--- src/pbb_pkg.sv ---
// shared types, constants and channel functions for the pixel brightness blend block
// no dependencies; used by every module under src
package pbb_pkg;

  localparam int QDepth = 4;
  localparam int QPtrW  = $clog2(QDepth);
  localparam int QCntW  = $clog2(QDepth + 1);

  localparam logic [7:0] ChanMax   = 8'd255;
  localparam logic [8:0] AlphaFull = 9'd256;

  typedef enum logic [1:0] {
    FUNC_BLEND = 2'd0,
    FUNC_ADD   = 2'd1,
    FUNC_SUB   = 2'd2,
    FUNC_COPY  = 2'd3
  } func_e;

  // what the back end has to do with an item
  typedef enum logic [2:0] {
    OP_OPAQUE = 3'd0,
    OP_KEEP   = 3'd1,
    OP_BLEND  = 3'd2,
    OP_ADD    = 3'd3,
    OP_SUB    = 3'd4
  } op_e;

  typedef struct packed {
    logic [7:0] red;
    logic [7:0] green;
    logic [7:0] blue;
    logic [7:0] alpha;
  } pix_t;

  typedef struct packed {
    op_e        op;
    logic [8:0] inv;
    pix_t       src;
    pix_t       dst;
  } work_t;

  typedef struct packed {
    pix_t pix;
    logic written;
  } res_t;

  // min(255, (b * (c + 1)) >> 8)
  function automatic logic [7:0] scale_ch(input logic [7:0] c, input logic [7:0] b);
    logic [16:0] prod;
    logic [8:0]  shifted;
    prod    = {9'd0, b} * ({9'd0, c} + 17'd1);
    shifted = prod[16:8];
    scale_ch = (shifted > {1'b0, ChanMax}) ? ChanMax : shifted[7:0];
  endfunction

  // (s + ((inv * d) >> 8)) mod 256
  function automatic logic [7:0] blend_ch(input logic [7:0] s, input logic [7:0] d,
                                          input logic [8:0] inv);
    logic [16:0] prod;
    prod = {8'd0, inv} * {9'd0, d};
    blend_ch = s + prod[15:8];
  endfunction

  function automatic logic [7:0] add_sat(input logic [7:0] s, input logic [7:0] d);
    logic [8:0] sum;
    sum = {1'b0, s} + {1'b0, d};
    add_sat = sum[8] ? ChanMax : sum[7:0];
  endfunction

  function automatic logic [7:0] sub_sat(input logic [7:0] s, input logic [7:0] d);
    sub_sat = (d > s) ? (d - s) : 8'd0;
  endfunction

endpackage

--- src/pbb_front.sv ---
// front end: accepts items, scales source color by brightness, classifies the operation
// depends on pbb_pkg
module pbb_front (
  input  logic                clk_i,
  input  logic                rst_ni,
  input  logic                push_i,
  output logic                full_o,
  input  logic [1:0]          func_i,
  input  pbb_pkg::pix_t       src_i,
  input  pbb_pkg::pix_t       dst_i,
  input  logic [7:0]          brightness_i,
  input  logic                q_full_i,
  output logic                q_push_o,
  output pbb_pkg::work_t      q_data_o
);

  logic           fv_q, fv_d;
  pbb_pkg::work_t fdata_q, fdata_d;
  pbb_pkg::pix_t  src_s;
  logic           ready, accept;

  assign ready    = !fv_q || !q_full_i;
  assign full_o   = !ready;
  assign accept   = push_i && ready;
  assign q_push_o = fv_q && !q_full_i;
  assign q_data_o = fdata_q;

  always_comb begin
    src_s = src_i;
    if (brightness_i != pbb_pkg::ChanMax) begin
      src_s.red   = pbb_pkg::scale_ch(src_i.red, brightness_i);
      src_s.green = pbb_pkg::scale_ch(src_i.green, brightness_i);
      src_s.blue  = pbb_pkg::scale_ch(src_i.blue, brightness_i);
    end
  end

  always_comb begin
    fdata_d.src = src_s;
    fdata_d.dst = dst_i;
    fdata_d.inv = pbb_pkg::AlphaFull - {1'b0, src_i.alpha};
    case (pbb_pkg::func_e'(func_i))
      pbb_pkg::FUNC_BLEND: begin
        if (src_i.alpha == pbb_pkg::ChanMax) begin
          fdata_d.op = pbb_pkg::OP_OPAQUE;
        end else if (src_i.alpha == 8'd0) begin
          fdata_d.op = pbb_pkg::OP_KEEP;
        end else begin
          fdata_d.op = pbb_pkg::OP_BLEND;
        end
      end
      pbb_pkg::FUNC_ADD:  fdata_d.op = pbb_pkg::OP_ADD;
      pbb_pkg::FUNC_SUB:  fdata_d.op = pbb_pkg::OP_SUB;
      default:            fdata_d.op = pbb_pkg::OP_OPAQUE;
    endcase
  end

  assign fv_d = accept ? 1'b1 : (q_push_o ? 1'b0 : fv_q);

  always_ff @(posedge clk_i or negedge rst_ni) begin
    if (!rst_ni) begin
      fv_q <= 1'b0;
    end else begin
      fv_q <= fv_d;
    end
  end

  always_ff @(posedge clk_i) begin
    if (accept) begin
      fdata_q <= fdata_d;
    end
  end

  // a held item stays put until the queue takes it
  assert property (@(posedge clk_i) disable iff (!rst_ni)
    (fv_q && q_full_i) |=> (fv_q && $stable(fdata_q)))
    else $error("front item changed while queue was full");

endmodule

--- src/pbb_fifo.sv ---
// short queue between front and back end
// depends on pbb_pkg
module pbb_fifo (
  input  logic           clk_i,
  input  logic           rst_ni,
  input  logic           push_i,
  input  pbb_pkg::work_t data_i,
  output logic           full_o,
  input  logic           pop_i,
  output pbb_pkg::work_t data_o,
  output logic           empty_o
);

  pbb_pkg::work_t                mem_q [pbb_pkg::QDepth];
  logic [pbb_pkg::QPtrW-1:0]     wptr_q, wptr_d, rptr_q, rptr_d;
  logic [pbb_pkg::QCntW-1:0]     cnt_q, cnt_d;
  logic                          do_push, do_pop;

  assign full_o  = (cnt_q == pbb_pkg::QCntW'(pbb_pkg::QDepth));
  assign empty_o = (cnt_q == '0);
  assign do_push = push_i && !full_o;
  assign do_pop  = pop_i && !empty_o;
  assign data_o  = mem_q[rptr_q];

  always_comb begin
    wptr_d = do_push ? wptr_q + 1'b1 : wptr_q;
    rptr_d = do_pop ? rptr_q + 1'b1 : rptr_q;
    cnt_d  = cnt_q;
    if (do_push && !do_pop) begin
      cnt_d = cnt_q + 1'b1;
    end else if (do_pop && !do_push) begin
      cnt_d = cnt_q - 1'b1;
    end
  end

  always_ff @(posedge clk_i or negedge rst_ni) begin
    if (!rst_ni) begin
      wptr_q <= '0;
      rptr_q <= '0;
      cnt_q  <= '0;
    end else begin
      wptr_q <= wptr_d;
      rptr_q <= rptr_d;
      cnt_q  <= cnt_d;
    end
  end

  always_ff @(posedge clk_i) begin
    if (do_push) begin
      mem_q[wptr_q] <= data_i;
    end
  end

  assert property (@(posedge clk_i) disable iff (!rst_ni)
    cnt_q <= pbb_pkg::QCntW'(pbb_pkg::QDepth))
    else $error("queue count above depth");

  assert property (@(posedge clk_i) disable iff (!rst_ni)
    (wptr_q - rptr_q) == cnt_q[pbb_pkg::QPtrW-1:0])
    else $error("queue pointers disagree with count");

endmodule

--- src/pbb_back.sv ---
// back end: carries out blend, add, subtract or copy and holds the result register
// depends on pbb_pkg
module pbb_back (
  input  logic           clk_i,
  input  logic           rst_ni,
  input  logic           q_empty_i,
  input  pbb_pkg::work_t q_data_i,
  output logic           q_pop_o,
  output logic           empty_o,
  input  logic           pop_i,
  output pbb_pkg::res_t  res_o
);

  logic          ov_q, ov_d;
  pbb_pkg::res_t res_q, res_d;
  pbb_pkg::work_t w;

  assign w       = q_data_i;
  assign q_pop_o = !q_empty_i && (!ov_q || pop_i);
  assign empty_o = !ov_q;
  assign res_o   = res_q;

  always_comb begin
    res_d.written   = 1'b1;
    res_d.pix.alpha = pbb_pkg::ChanMax;
    res_d.pix.red   = w.src.red;
    res_d.pix.green = w.src.green;
    res_d.pix.blue  = w.src.blue;
    case (w.op)
      pbb_pkg::OP_OPAQUE: res_d.pix = w.src;
      pbb_pkg::OP_KEEP: begin
        res_d.pix     = w.dst;
        res_d.written = 1'b0;
      end
      pbb_pkg::OP_BLEND: begin
        res_d.pix.red   = pbb_pkg::blend_ch(w.src.red, w.dst.red, w.inv);
        res_d.pix.green = pbb_pkg::blend_ch(w.src.green, w.dst.green, w.inv);
        res_d.pix.blue  = pbb_pkg::blend_ch(w.src.blue, w.dst.blue, w.inv);
      end
      pbb_pkg::OP_ADD: begin
        res_d.pix.red   = pbb_pkg::add_sat(w.src.red, w.dst.red);
        res_d.pix.green = pbb_pkg::add_sat(w.src.green, w.dst.green);
        res_d.pix.blue  = pbb_pkg::add_sat(w.src.blue, w.dst.blue);
      end
      pbb_pkg::OP_SUB: begin
        res_d.pix.red   = pbb_pkg::sub_sat(w.src.red, w.dst.red);
        res_d.pix.green = pbb_pkg::sub_sat(w.src.green, w.dst.green);
        res_d.pix.blue  = pbb_pkg::sub_sat(w.src.blue, w.dst.blue);
      end
      default: res_d.pix = w.src;
    endcase
  end

  assign ov_d = q_pop_o ? 1'b1 : ((ov_q && pop_i) ? 1'b0 : ov_q);

  always_ff @(posedge clk_i or negedge rst_ni) begin
    if (!rst_ni) begin
      ov_q <= 1'b0;
    end else begin
      ov_q <= ov_d;
    end
  end

  always_ff @(posedge clk_i) begin
    if (q_pop_o) begin
      res_q <= res_d;
    end
  end

  // an untaken result is neither dropped nor overwritten
  assert property (@(posedge clk_i) disable iff (!rst_ni)
    (ov_q && !pop_i) |=> (ov_q && $stable(res_q)))
    else $error("pending result lost");

  // the back end only takes from the queue when something is there
  assert property (@(posedge clk_i) disable iff (!rst_ni)
    q_pop_o |-> !q_empty_i)
    else $error("pop from empty queue");

endmodule

--- src/pixel_brightness_blend.sv ---
// top level of the pixel brightness blend block
// depends on pbb_pkg, pbb_front, pbb_fifo, pbb_back
//
// usage:
//   input side is a queue: drive the item fields and raise push; the item is
//   taken at a clock edge where push is high and full is low
//   result side is a queue: while empty is low the oldest result is on the
//   out_* ports and written_o; it is taken at an edge where pop is high
//   one result per item, in item order
// path: an accepted item passes the front register, then the queue, then the
//   back result register before it shows as a result
// throughput: one item per cycle sustained while pop stays high; the front scales
//   and classifies, the back runs three parallel 9x8 blend multipliers, one pixel a clock
// a 4-deep queue sits between front and back, so a stalled receiver fills the
//   result register, then the queue, then the front register before full rises;
//   up to 6 items can be in flight
// reset: rst_ni is asynchronous, active low; it empties the front register,
//   the queue and the result register; there is no other state
module pixel_brightness_blend (
  input  logic       clk_i,
  input  logic       rst_ni,
  input  logic       push,
  output logic       full,
  input  logic [1:0] func_i,
  input  logic [7:0] src_red_i,
  input  logic [7:0] src_green_i,
  input  logic [7:0] src_blue_i,
  input  logic [7:0] src_alpha_i,
  input  logic [7:0] dst_red_i,
  input  logic [7:0] dst_green_i,
  input  logic [7:0] dst_blue_i,
  input  logic [7:0] dst_alpha_i,
  input  logic [7:0] brightness_i,
  output logic       empty,
  input  logic       pop,
  output logic [7:0] out_red_o,
  output logic [7:0] out_green_o,
  output logic [7:0] out_blue_o,
  output logic [7:0] out_alpha_o,
  output logic       written_o
);

  pbb_pkg::pix_t  src, dst;
  pbb_pkg::work_t q_wdata, q_rdata;
  pbb_pkg::res_t  res;
  logic           q_push, q_full, q_pop, q_empty;

  // gather the per-channel ports into pixel structs
  assign src = '{red: src_red_i, green: src_green_i, blue: src_blue_i, alpha: src_alpha_i};
  assign dst = '{red: dst_red_i, green: dst_green_i, blue: dst_blue_i, alpha: dst_alpha_i};

  // brightness scaling and operation decode
  pbb_front u_front (
    .clk_i        (clk_i),
    .rst_ni       (rst_ni),
    .push_i       (push),
    .full_o       (full),
    .func_i       (func_i),
    .src_i        (src),
    .dst_i        (dst),
    .brightness_i (brightness_i),
    .q_full_i     (q_full),
    .q_push_o     (q_push),
    .q_data_o     (q_wdata)
  );

  // decoupling queue
  pbb_fifo u_fifo (
    .clk_i   (clk_i),
    .rst_ni  (rst_ni),
    .push_i  (q_push),
    .data_i  (q_wdata),
    .full_o  (q_full),
    .pop_i   (q_pop),
    .data_o  (q_rdata),
    .empty_o (q_empty)
  );

  // compositing and result register
  pbb_back u_back (
    .clk_i     (clk_i),
    .rst_ni    (rst_ni),
    .q_empty_i (q_empty),
    .q_data_i  (q_rdata),
    .q_pop_o   (q_pop),
    .empty_o   (empty),
    .pop_i     (pop),
    .res_o     (res)
  );

  assign out_red_o   = res.pix.red;
  assign out_green_o = res.pix.green;
  assign out_blue_o  = res.pix.blue;
  assign out_alpha_o = res.pix.alpha;
  assign written_o   = res.written;

endmodule

--- config.mk ---
export PLATFORM = sky130hd
export DESIGN_NAME = pixel_brightness_blend
export DESIGN_NICKNAME = d
export VERILOG_FILES = /design/src/pbb_pkg.sv /design/src/pbb_front.sv /design/src/pbb_fifo.sv /design/src/pbb_back.sv /design/src/pixel_brightness_blend.sv
export SDC_FILE = /design/constraint.sdc
export NUM_CORES = 1
export LEC_CHECK = 0
export BUFFER_PORTS_ARGS = -buffer_cell sky130_fd_sc_hd__buf_2
export CORE_MARGIN = 3
export CORE_UTILIZATION = 64
export CTS_CLUSTER_SIZE = 25
export DETAILED_ROUTE_END_ITERATION = 12
export HOLD_SLACK_MARGIN = 0.1
export PLACE_DENSITY_LB_ADDON = 0.2
export SYNTH_ARGS = -nofsm -noshare
export SYNTH_HDL_FRONTEND = slang
export SYNTH_SLANG_ARGS = --single-unit
--- constraint.sdc ---
create_clock -name clk_i -period 10.8 [get_ports clk_i]
set_clock_uncertainty 0.1 [all_clocks]
set_input_delay 1.62 -clock clk_i [delete_from_list [all_inputs] [get_ports clk_i]]
set_output_delay 1.62 -clock clk_i [all_outputs]
set_load 0.1 [all_outputs]
==> results.cfg <==
[run_status]
status = finished, final reports clean

[place]
post-dp-hpwl_um = 53200
port_buffers = 112
place_congestion = 0.911

[synthesis]
ys_seq_area_share_pct = 39.2
netlist_area_mm2 = 0.0319
synth-adder-area-share_pct = 26.8
synthTopCellsByArea = edfxtp_1 38%, fa_1 16%, ha_1 11%, inv_1 4.7%, nor2_1 3.2%
syn_area_per_cell_um2 = 11.4
synth_top_family_by_area = adder cells
synth_xor_area_share_pct = 3.55
synth.distinct_cells = 78
synth_simple_gate_area_share_pct = 11.4
synth_nets = 3410
async_flop_share_pct = 2.16
synth_top_area_share_pct = 38.5
synth-seq-cells = 417
synth_top_area_cell = edfxtp_1
synth_flop_cell = edfxtp_1
synth-edff-count = 408
synth_warnings = 0
synth_cells = 2802
synth_mux_area_share_pct = 5.54
synth_compound_area_share_pct = 7.63

[grt]
grt_max_degree = 61
grt_pass1_wl_um = 120000
track_usage_pct = 29.0
grt_pass1_vias = 22500
antenna_found_initial = 2
grt_overflow = 0

[floorplanning]
placementRows = 81
ios = 113
start_util_pct = 64.9
fp.dieW_um = 229
die-area_mm2 = 0.0525
die_y_um = 229
core_area_mm2 = 0.0491

[cts]
cts_max_level = 2
cts_setup_buffers = 0
clkLatencyLatePin_ns = 0.60
cts_num_sinks = 417
cts_tree = yes
numCtsBuffers = 42
cts_buffer_depth = 3
cts_root_buffer = clkbuf_16
clk_pin_slew_ns = 0.06
post_cts_resized = 0
hold_buffers = 0

[sta]
worst_pin_slew_ns = 1.20
rsz0062_at_grt = no
fmaxAchievable_mhz = 123
final-setup-viol-count = 0
maxSlewViolCount = 0
finalCriticalPeriod_ns = 8.10
fin_tns_setup_ns = 0
hold_viol = 0
period_share_pct = 75.0
relSlewSlack_pct = 19.1

[critical_path]
rrSetupSlack_ns = 2.70
slowest_delay_ns = 0.90
critPathArrivalTime_ns = 8.45
crit_slowest_cell = dfrtp_4
cp.depth = 27
rr_endpoint = u_back.res_o[16]
cp_max_fo = 39
crit_buf_inv = 6
crit_required_ns = 11.15
cp_top_family = adder cells
worst-r2r-cell-count = 27
start_kind = flip-flop
path_class = flip-flop to flip-flop
crit_top_cell = inv_1
rr_startpoint = u_fifo.rptr_q[1]
worstSetupEndpointType = flip-flop

[layout]
drive_above_1_share_pct = 10.7
antenna_cells = 0
mostFrequentLayoutCell = edfxtp_1
syn2layout_area_growth_pct = 8.42
final_util_pct = 70.4
final_nets = 3504
final_cell_mix = 408 x edfxtp_1, 398 x inv_1, 277 x ha_1, 270 x nor2_1, 253 x fa_1

[min_path]
hp-class = flip-flop to flip-flop
hold-path-endpoint = u_fifo.mem_q[0][34]
min_from = u_front.q_data_o[34]
whs_path_depth = 0

[routing]
drtIter0Drc = 1760
routed_via_density = 5.98
wl_per_cell_um = 20.9
vias = 21500
totalWireLength_um = 75000
dr.pass1.iters = 5
drc = 0
drtAntennaViolNets = 0

[job]
maxCapViolations = 0
worst max-delay path by stage:
stage,from,end,slack (ns)
detailed placement,u_fifo.rptr_q[1],u_back.res_o[16],2.78
floorplan,u_fifo.rptr_q[1],u_back.res_o[32],3.00
finish,u_fifo.rptr_q[1],u_back.res_o[16],2.70
CTS,u_fifo.rptr_q[1],u_back.res_o[16],2.76
global placement,u_fifo.rptr_q[1],u_back.res_o[16],2.96
global route,u_fifo.rptr_q[0],u_back.res_o[16],2.24
cell type report:
class | instances | area, um2
inverter | 399 | 1500
sequential | 417 | 12500
clock inverter | 28 | 325
multi-input combinational | 1893 | 17500
fill | 3555 | 14500
tap | 664 | 831
timing repair buffer | 143 | 793
clock buffer | 47 | 1070
metal layers:
metal	GRT usage (%)	vias up	wire [um]
met3	3.48	160	5100
met5	0	-	31
met2	49.1	814	36600
met4	10.7	4	2860
met1	39.1	10700	30400
li1	-	9737	-
stage by stage:
stage               setup WS, ns  instances  hold slack (ns)  instance area, um2
floorplan                   3.00       2802            0.359               31900
global placement            2.96       3516            0.361               33100
detailed placement          2.78       3516            0.379               33100
CTS                         2.76       3591            0.394               34500
global route                2.24       3591            0.406               34500
finish                      2.70       3591            0.396               34500
worst register-to-register path, delay by kind of cell, from the launching register on:
family / cells / cell delay [ns]
adders and majority gates: 6 / 2.41
xor gates and xnor gates: 2 / 0.33
DFF: 1 / 0.90
and+or+nand+nor: 4 / 0.84
muxes: 1 / 0.39
buffers and inverters: 6 / 0.93
AOI/OAI and AO/OA: 8 / 2.09
flip-flops by register name, indices dropped and copies added (netlist names):
register and cells:
u_back.ov_q 1, u_back.res_o 33, u_fifo.cnt_q 3, u_fifo.mem_q 300, u_fifo.rptr_q 2, u_fifo.wptr_q 2
u_front.fv_q 1, u_front.q_data_o 75
cell usage after synthesis, types with 6 or more instances:
| cell | instances |
|---|---|
| edfxtp_1 | 408 |
| inv_1 | 398 |
| ha_1 | 277 |
| nor2_1 | 270 |
| fa_1 | 253 |
| nand2_1 | 127 |
| and2_1 | 96 |
| nor2b_1 | 93 |
| a21oi_1 | 89 |
| xnor2_1 | 89 |
| clkbuf_1 | 66 |
| mux2i_1 | 66 |
| o21ai_0 | 42 |
| xor2_1 | 40 |
| mux2_2 | 34 |
| nand2b_1 | 33 |
| mux4_2 | 32 |
| a21o_1 | 28 |
| o21ai_1 | 26 |
| nor3_1 | 24 |
| buf_2 | 20 |
| a22oi_1 | 18 |
| a31oi_1 | 17 |
| nand3_1 | 17 |
| o21a_1 | 17 |
| or2_2 | 17 |
| and3_1 | 16 |
| o21bai_1 | 14 |
| nand4_1 | 13 |
| or3_1 | 12 |
| a221oi_1 | 10 |
| o211ai_1 | 10 |
| dfrtp_1 | 9 |
| o22a_1 | 9 |
| o31ai_1 | 9 |
| a211oi_1 | 6 |
| o41ai_1 | 6 |
cell families after synthesis:
family / count (synthesis)
xor gates and xnor gates: 129
AOI/OAI and AO/OA: 361
muxes: 132
and+or+nand+nor: 741
buffers and inverters: 492
DFF: 417
adders and majority gates: 530
Power is not shown: default switching activity piles up to over one toggle a cycle in this logic, so the estimate is an artifact.
